File: config.mk
export PLATFORM = sky130hd
export DESIGN_NAME = key_hash_bucket_index_flat
export DESIGN_NICKNAME = d
export VERILOG_FILES = /design/src/design/khbi_pkg.sv /design/src/design/khbi_if.sv /design/src/design/khbi_crc_acc.sv /design/src/design/khbi_mix_pipe.sv /design/src/design/key_hash_bucket_index.sv /design/src/flat_wrapper.sv
export SDC_FILE = /design/constraint.sdc
export NUM_CORES = 1
export LEC_CHECK = 0
export BUFFER_PORTS_ARGS = -buffer_cell sky130_fd_sc_hd__buf_4
export CAP_MARGIN = 30
export CORE_MARGIN = 2
export CORE_UTILIZATION = 25
export DETAILED_ROUTE_END_ITERATION = 7
export SLEW_MARGIN = 20
export SYNTH_ARGS = -nofsm -noshare
export SYNTH_HDL_FRONTEND = slang
export SYNTH_SLANG_ARGS = --single-unit
File: constraint.sdc
create_clock -name clock -period 7.1 [get_ports clock]
set_clock_uncertainty 0.15 [all_clocks]
set_input_delay 1.065 -clock clock [delete_from_list [all_inputs] [get_ports clock]]
set_output_delay 1.065 -clock clock [all_outputs]
set_load 0.05 [all_outputs]
File: src/design/khbi_pkg.sv
// khbi_pkg: shared widths, constants and hash functions for the key hash block
// no dependencies; used by the interfaces and every module of the block

package khbi_pkg;

   localparam int KEY_W   = 8;
   localparam int HASH_W  = 32;
   localparam int INDEX_W = 31;
   localparam int TSL_W   = 5;
   localparam int PRE_W   = HASH_W - 3;

   localparam logic [HASH_W-1:0] CRC_POLY  = 32'h82F63B78;
   localparam logic [HASH_W-1:0] CRC_INIT  = 32'h00000000;
   localparam logic [HASH_W-1:0] MIX_MULT  = 32'd2654435761;
   localparam logic [TSL_W-1:0]  TSL_RESET = 5'd4;

   // final crc of a key on its way to the mix pipeline
   typedef struct packed {
      logic              valid;
      logic [HASH_W-1:0] crc;
   } fin_type;

   // reflected crc-32c update by one byte
   function automatic logic [HASH_W-1:0] crc_byte(input logic [HASH_W-1:0] crc,
                                                  input logic [KEY_W-1:0]  data);
      logic [HASH_W-1:0] c;
      c = crc ^ {{(HASH_W-KEY_W){1'b0}}, data};
      for (int k = 0; k < 8; k++) begin
         c = c[0] ? ((c >> 1) ^ CRC_POLY) : (c >> 1);
      end
      return c;
   endfunction

   // mix steps one and two
   function automatic logic [HASH_W-1:0] mix_ab(input logic [HASH_W-1:0] v);
      logic [HASH_W-1:0] t;
      t = v + (v << 12);
      return t ^ (t >> 22);
   endfunction

   // mix steps three and four
   function automatic logic [HASH_W-1:0] mix_cd(input logic [HASH_W-1:0] v);
      logic [HASH_W-1:0] t;
      t = v + (v << 4);
      return t ^ (t >> 9);
   endfunction

   // mix steps five and six
   function automatic logic [HASH_W-1:0] mix_ef(input logic [HASH_W-1:0] v);
      logic [HASH_W-1:0] t;
      t = v + (v << 10);
      return t ^ (t >> 2);
   endfunction

   // mix steps seven and eight
   function automatic logic [HASH_W-1:0] mix_gh(input logic [HASH_W-1:0] v);
      logic [HASH_W-1:0] t;
      t = v + (v << 7);
      return t ^ (t >> 12);
   endfunction

   // low n bits set, n from 0 to 31
   function automatic logic [INDEX_W-1:0] bucket_mask(input logic [TSL_W-1:0] n);
      logic [INDEX_W-1:0] m;
      for (int i = 0; i < INDEX_W; i++) begin
         m[i] = (TSL_W'(i) < n);
      end
      return m;
   endfunction

endpackage

File: src/design/khbi_if.sv
// khbi_if: valid/ready channel interfaces for key bytes and hash results
// depends on khbi_pkg for field widths

interface khbi_req_if import khbi_pkg::*; ();
   logic             valid;
   logic             ready;
   logic [KEY_W-1:0] key_byte;
   logic             has_byte;
   logic             last;

   modport source (output valid, key_byte, has_byte, last, input ready);
   modport sink   (input valid, key_byte, has_byte, last, output ready);
endinterface

interface khbi_rsp_if import khbi_pkg::*; ();
   logic               valid;
   logic               ready;
   logic [HASH_W-1:0]  hash_value;
   logic [INDEX_W-1:0] bucket_index;

   modport source (output valid, hash_value, bucket_index, input ready);
   modport sink   (input valid, hash_value, bucket_index, output ready);
endinterface

File: src/design/khbi_crc_acc.sv
// khbi_crc_acc: running crc-32c over key bytes, hands off the final crc per key
// depends on khbi_pkg and khbi_if

module khbi_crc_acc import khbi_pkg::*; (
   input  logic        clock,
   input  logic        reset,
   khbi_req_if.sink    req_ch,
   output fin_type     fin_o,
   input  logic        fin_ready
);

   logic [HASH_W-1:0] crc_ff, crc_in;
   logic              fin_valid_ff, fin_valid_in;
   logic [HASH_W-1:0] fin_crc_ff, fin_crc_in;
   logic [HASH_W-1:0] crc_upd;
   logic              acc;

   // take a byte whenever the handoff slot is free or draining
   assign req_ch.ready = !fin_valid_ff || fin_ready;
   assign acc          = req_ch.valid && req_ch.ready;

   // crc with this transaction's byte folded in
   assign crc_upd = req_ch.has_byte ? crc_byte(crc_ff, req_ch.key_byte) : crc_ff;

   // next state of crc and handoff slot
   always_comb begin
      crc_in       = crc_ff;
      fin_valid_in = fin_valid_ff;
      fin_crc_in   = fin_crc_ff;
      if (fin_ready) begin
         fin_valid_in = 1'b0;
      end
      if (acc) begin
         if (req_ch.last) begin
            crc_in       = CRC_INIT;
            fin_valid_in = 1'b1;
            fin_crc_in   = crc_upd;
         end else begin
            crc_in = crc_upd;
         end
      end
   end

   always_ff @(posedge clock) begin
      if (reset) begin
         crc_ff       <= CRC_INIT;
         fin_valid_ff <= 1'b0;
      end else begin
         crc_ff       <= crc_in;
         fin_valid_ff <= fin_valid_in;
      end
      fin_crc_ff <= fin_crc_in;
   end

   assign fin_o = '{valid: fin_valid_ff, crc: fin_crc_ff};

   // crc restarts after the last byte of a key
   a_crc_clear: assert property (@(posedge clock) disable iff (reset)
      (acc && req_ch.last) |=> (crc_ff == CRC_INIT))
      else $error("crc not cleared after end of key");

   // a waiting final crc is not overwritten
   a_fin_hold: assert property (@(posedge clock) disable iff (reset)
      (fin_valid_ff && !fin_ready) |=> (fin_valid_ff && $stable(fin_crc_ff)))
      else $error("final crc lost while stalled");

endmodule

File: src/design/khbi_mix_pipe.sv
// khbi_mix_pipe: pipelined 32-bit mix, multiply and bucket masking of a final crc
// depends on khbi_pkg and khbi_if

module khbi_mix_pipe import khbi_pkg::*; (
   input  logic             clock,
   input  logic             reset,
   input  fin_type          fin_i,
   output logic             fin_ready,
   input  logic [TSL_W-1:0] tsl,
   khbi_rsp_if.source       rsp_ch
);

   logic              a_vld_ff, a_vld_in, b_vld_ff, b_vld_in;
   logic              c_vld_ff, c_vld_in, d_vld_ff, d_vld_in;
   logic              h_vld_ff, h_vld_in;
   logic [HASH_W-1:0] a_ff, a_in, b_ff, b_in, c_ff, c_in, h_ff, h_in;
   logic [PRE_W-1:0]  d_ff, d_in;
   logic              a_rdy, b_rdy, c_rdy, d_rdy, h_rdy;
   logic [HASH_W-1:0] gh_val;

   // per-stage ready, bubbles collapse
   assign h_rdy     = !h_vld_ff || rsp_ch.ready;
   assign d_rdy     = !d_vld_ff || h_rdy;
   assign c_rdy     = !c_vld_ff || d_rdy;
   assign b_rdy     = !b_vld_ff || c_rdy;
   assign a_rdy     = !a_vld_ff || b_rdy;
   assign fin_ready = a_rdy;

   assign gh_val = mix_gh(c_ff);

   // stage advance: a=steps 1-2, b=3-4, c=5-6, d=7-8 and shift, h=multiply
   always_comb begin
      a_vld_in = a_vld_ff; a_in = a_ff;
      b_vld_in = b_vld_ff; b_in = b_ff;
      c_vld_in = c_vld_ff; c_in = c_ff;
      d_vld_in = d_vld_ff; d_in = d_ff;
      h_vld_in = h_vld_ff; h_in = h_ff;
      if (a_rdy) begin
         a_vld_in = fin_i.valid;
         a_in     = mix_ab(fin_i.crc);
      end
      if (b_rdy) begin
         b_vld_in = a_vld_ff;
         b_in     = mix_cd(a_ff);
      end
      if (c_rdy) begin
         c_vld_in = b_vld_ff;
         c_in     = mix_ef(b_ff);
      end
      if (d_rdy) begin
         d_vld_in = c_vld_ff;
         d_in     = gh_val[HASH_W-1:3];
      end
      if (h_rdy) begin
         h_vld_in = d_vld_ff;
         h_in     = {3'b000, d_ff} * MIX_MULT;
      end
   end

   always_ff @(posedge clock) begin
      if (reset) begin
         a_vld_ff <= 1'b0;
         b_vld_ff <= 1'b0;
         c_vld_ff <= 1'b0;
         d_vld_ff <= 1'b0;
         h_vld_ff <= 1'b0;
      end else begin
         a_vld_ff <= a_vld_in;
         b_vld_ff <= b_vld_in;
         c_vld_ff <= c_vld_in;
         d_vld_ff <= d_vld_in;
         h_vld_ff <= h_vld_in;
      end
      a_ff <= a_in;
      b_ff <= b_in;
      c_ff <= c_in;
      d_ff <= d_in;
      h_ff <= h_in;
   end

   // result channel; index masked by the table size register
   assign rsp_ch.valid        = h_vld_ff;
   assign rsp_ch.hash_value   = h_ff;
   assign rsp_ch.bucket_index = h_ff[INDEX_W-1:0] & bucket_mask(tsl);

   // a stalled stage keeps its contents
   a_b_hold: assert property (@(posedge clock) disable iff (reset)
      (b_vld_ff && !c_rdy) |=> (b_vld_ff && $stable(b_ff)))
      else $error("mix stage b overwritten while stalled");

   a_d_hold: assert property (@(posedge clock) disable iff (reset)
      (d_vld_ff && !h_rdy) |=> (d_vld_ff && $stable(d_ff)))
      else $error("mix stage d overwritten while stalled");

   // a new result only comes from a filled previous stage
   a_h_src: assert property (@(posedge clock) disable iff (reset)
      $rose(h_vld_ff) |-> $past(d_vld_ff))
      else $error("result appeared without a source");

endmodule

File: src/design/key_hash_bucket_index.sv
// key_hash_bucket_index: top level, crc accumulator feeding the mix pipeline
// depends on khbi_pkg, khbi_if, khbi_crc_acc and khbi_mix_pipe
//
//   port        dir   transaction content
//   req_ch      in    key_byte[7:0], has_byte, last        (valid/ready)
//   rsp_ch      out   hash_value[31:0], bucket_index[30:0] (valid/ready)
//   csr_we/_wdata in  table_size_log2[4:0]                 (write only)
//
// One key byte is taken every cycle while the handoff slot is free or draining, and the crc
// register folds a byte per cycle while bytes are taken. The result of a key passes the
// handoff register, then four mix stages (the last one shifts) and the multiply register.
// Stalls on rsp_ch ripple back only through full stages; empty stages keep
// taking transactions. Synchronous reset clears the crc, all valid bits and
// sets table_size_log2 to 4.

module key_hash_bucket_index import khbi_pkg::*; (
   input  logic             clock,
   input  logic             reset,
   khbi_req_if.sink         req_ch,
   khbi_rsp_if.source       rsp_ch,
   input  logic             csr_we,
   input  logic [TSL_W-1:0] csr_wdata
);

   logic [TSL_W-1:0] tsl_ff, tsl_in;
   fin_type          fin;
   logic             fin_ready;

   // table size register
   assign tsl_in = csr_we ? csr_wdata : tsl_ff;

   always_ff @(posedge clock) begin
      if (reset) begin
         tsl_ff <= TSL_RESET;
      end else begin
         tsl_ff <= tsl_in;
      end
   end

   khbi_crc_acc u_crc_acc (
      .clock     (clock),
      .reset     (reset),
      .req_ch    (req_ch),
      .fin_o     (fin),
      .fin_ready (fin_ready)
   );

   khbi_mix_pipe u_mix_pipe (
      .clock     (clock),
      .reset     (reset),
      .fin_i     (fin),
      .fin_ready (fin_ready),
      .tsl       (tsl_ff),
      .rsp_ch    (rsp_ch)
   );

endmodule

File: src/flat_wrapper.sv
// flat-port wrapper written by rule: the top's interface ports become plain ports
module key_hash_bucket_index_flat import khbi_pkg::*;
  (clock, reset, csr_we, csr_wdata, req_ch_valid, req_ch_key_byte, req_ch_has_byte, req_ch_last, req_ch_ready, rsp_ch_valid, rsp_ch_hash_value, rsp_ch_bucket_index, rsp_ch_ready);
  khbi_req_if req_ch_i ();
  khbi_rsp_if rsp_ch_i ();
  input  logic clock;
  input  logic reset;
  input  logic csr_we;
  input  logic [TSL_W-1:0] csr_wdata;
  input wire logic [$bits(req_ch_i.valid)-1:0] req_ch_valid;
  input wire logic [$bits(req_ch_i.key_byte)-1:0] req_ch_key_byte;
  input wire logic [$bits(req_ch_i.has_byte)-1:0] req_ch_has_byte;
  input wire logic [$bits(req_ch_i.last)-1:0] req_ch_last;
  output wire logic [$bits(req_ch_i.ready)-1:0] req_ch_ready;
  output wire logic [$bits(rsp_ch_i.valid)-1:0] rsp_ch_valid;
  output wire logic [$bits(rsp_ch_i.hash_value)-1:0] rsp_ch_hash_value;
  output wire logic [$bits(rsp_ch_i.bucket_index)-1:0] rsp_ch_bucket_index;
  input wire logic [$bits(rsp_ch_i.ready)-1:0] rsp_ch_ready;
  assign req_ch_i.valid = req_ch_valid;
  assign req_ch_i.key_byte = req_ch_key_byte;
  assign req_ch_i.has_byte = req_ch_has_byte;
  assign req_ch_i.last = req_ch_last;
  assign req_ch_ready = req_ch_i.ready;
  assign rsp_ch_valid = rsp_ch_i.valid;
  assign rsp_ch_hash_value = rsp_ch_i.hash_value;
  assign rsp_ch_bucket_index = rsp_ch_i.bucket_index;
  assign rsp_ch_i.ready = rsp_ch_ready;
  key_hash_bucket_index u_core (.clock(clock), .reset(reset), .req_ch(req_ch_i), .rsp_ch(rsp_ch_i), .csr_we(csr_we), .csr_wdata(csr_wdata));
endmodule
==> flow_summary.json <==
{
  "yosysTopAreaCell": "edfxtp_1",
  "drive_gt1_share_pct": 10.5,
  "routed_wl_um": 50200,
  "drt_first_pass_iters": 5,
  "ys.flop_type": "edfxtp_1",
  "drv_cap": 0,
  "grt_pass1_wl_um": 79900,
  "grt_max_degree": 44,
  "nets": 2598,
  "drt-vias-per-instance": 4.32,
  "portBuffers": 84,
  "final_max_slew_viol_count": 0,
  "drtIter0Drc": 760,
  "yosys_warnings": 0,
  "rsz0062_at_grt": "no",
  "synth_common_cells": "inv_1, ha_1, edfxtp_1",
  "gp_congestion": 0.916,
  "synth.distinct_cells": 71,
  "die_h_um": 301,
  "clk_latency_ns": 0.56,
  "ioPinCount": 85,
  "hold_class": "reg2reg",
  "postSynthAreaPerCell_um2": 11.0,
  "worst-path-max-fanout": 5,
  "antenna_cells": 0,
  "area_delta_synth_final_pct": 14.7,
  "start_kind": "register",
  "cts_inserted_buffers": 27,
  "synth_area_um2": 22100,
  "clkTransAtPathRegs_ns": 0.06,
  "fp.coreArea_um2": 87200,
  "crit_required_ns": 7.26,
  "dieWidth_um": 301,
  "cts_hold_buf": 0,
  "final.setup.tns_ns": 0,
  "critPathKind": "reg2reg",
  "syn-instance-count": 2006,
  "status": "completed",
  "tritoncts": "built",
  "setup_viol": 0,
  "overflow": 0,
  "drc": 0,
  "synth_most_common_cell": "inv_1",
  "synth_edf_count": 189,
  "seq_area_frac_synth_pct": 29.6,
  "vias": 14200,
  "nFillCells": 9007,
  "start_util_pct": 25.3,
  "fmax_mhz": 146,
  "syn-num-nets": 2486,
  "worst_ep_arrival_time_ns": 7.01,
  "end_kind": "register",
  "ys_seq_elements": 232,
  "fin_crit_ns": 6.85,
  "clock-sinks": 232,
  "cts_buffer_depth": 3,
  "grt_use_total_pct": 11.2,
  "wire_per_inst_um": 15.2,
  "async_flop_share_pct": 0,
  "hold_viol": 0,
  "cts_max_level": 1,
  "slew_headroom_pct": 37.1,
  "synth.area.top_cells": "edfxtp_1, fa_1, ha_1",
  "period_share_pct": 96.4,
  "synth.top_cell.area_share_pct": 25.7,
  "cts_root_buffer": "clkbuf_16",
  "die_area_um2": 90700,
  "antenna_found_initial": 1,
  "grt_pass1_vias": 14600,
  "num_rows": 108,
  "worstMarginPinSlew_ns": 0.936,
  "drtAntennaViolNets": 0,
  "hpwl_um": 42200
}
critical path: stages (launching register included):
cell	delay, ns
edfxtp_1	0.52
fa_1	0.55
buf_4	0.18
xor2_1	0.15
ha_1	0.30
fa_1	0.48
inv_1	0.05
fa_1	0.50
inv_1	0.06
fa_1	0.49
inv_1	0.05
fa_1	0.48
inv_1	0.05
fa_1	0.45
fa_1	0.45
ha_1	0.38
a21o_1	0.22
a221o_1	0.40
a21oi_1	0.24
a21oi_1	0.14
a31oi_1	0.22
xnor2_1	0.09
sequential cells by signal, summed over array words and instances, names as in the netlist:
signal	count
u_core.u_crc_acc.fin_valid_ff	1
u_core.u_mix_pipe.c_vld_ff	1
u_core.u_mix_pipe.rsp_ch.hash_value	32
u_core.u_mix_pipe.b_ff	32
u_core.u_mix_pipe.d_vld_ff	1
u_core.u_mix_pipe.a_vld_ff	1
u_core.u_mix_pipe.b_vld_ff	1
u_core.u_crc_acc.crc_ff	32
u_core.u_mix_pipe.rsp_ch.valid	1
u_core.u_mix_pipe.d_ff	29
u_core.u_crc_acc.fin_crc_ff	32
u_core.tsl_ff	5
u_core.u_mix_pipe.a_ff	32
u_core.u_mix_pipe.c_ff	32
cell usage in the layout, fill, tap and decap left out, types with 11 or more instances in the layout:
cell,netlist,layout
ha_1,275,272
o21a_1,24,24
nand2_1,54,54
clkbuf_16,0,27
and3_1,18,18
nor2b_1,25,25
a31oi_1,14,14
nor2_1,110,109
xnor2_1,187,187
buf_4,0,113
a21o_1,43,43
mux2_2,23,23
o21ai_0,45,43
edfxtp_1,189,189
fa_1,185,185
inv_1,294,293
nor3_1,19,19
xor2_1,100,100
dfxtp_1,43,43
a22oi_1,29,29
nand2b_1,16,16
a21oi_1,115,113
nand3_1,11,11
area by class of cell:
cell class                 instances  area, µm²  share of cell area, %
multi-input combinational       1446      14300                   56.7
sequential                       232       6540                   25.8
tap                             1155       1450                   5.71
inverter                         294       1100                   4.36
timing repair buffer             117        907                   3.58
clock buffer                      31        711                   2.81
clock inverter                    19        263                   1.04
logic make-up (layout without fill, tap and decap cells):
logic type / count (synthesis) / count (layout) / share of synthesized area [%]
xor+xnor: 311 / 311 / 14.0
simple gates: 287 / 287 / 6.21
flops: 232 / 232 / 29.6
fa+ha+maj: 460 / 460 / 32.4
buf+inv: 328 / 461 / 5.59
compound gates: 356 / 356 / 10.6
mux: 32 / 32 / 1.60
path summary, 6_finish.rpt:
check	start	to	slack [ns]	cells after the start
min	u_core.u_mix_pipe.a_vld_ff	u_core.u_mix_pipe.b_vld_ff	0.31	2
max	u_core.u_mix_pipe.d_ff[3]	u_core.u_mix_pipe.rsp_ch.hash_value[31]	0.25	21
max reg2reg	u_core.u_mix_pipe.d_ff[3]	u_core.u_mix_pipe.rsp_ch.hash_value[31]	0.25	21
min reg2reg	u_core.u_mix_pipe.a_vld_ff	u_core.u_mix_pipe.b_vld_ff	0.31	2
what timing repair did:
| action | in CTS | in global routing |
|---|---|---|
| endpoints found under the setup margin | 0 | 4 |
| buffers inserted | 0 | 2 |
| resized for setup | 0 | 15 |
through the flow:
stage	util [%]	area (µm²)	setup WS (ns)	instances	hold WS, ns
floorplan	-	22100	0.329	2006	0.279
global placement	27.8	24200	0.167	3238	0.285
detailed placement	27.9	24300	0.0542	3242	0.296
CTS	29.0	25200	0.0108	3292	0.312
global route	29.0	25300	0.000640	3294	0.352
finish	29.0	25300	0.252	3294	0.307
per-layer routing:
layer	GRT usage [%]	routed length, µm	vias up
met1	14.4	22600	6891
met3	1.39	1280	83
met5	0	13	-
li1	-	-	7078
met2	19.6	24800	164
met4	3.21	1440	2
Power is left out: the tool's default activity adds up to more than one toggle a clock period on the data nets, which glitch-free logic cannot reach.
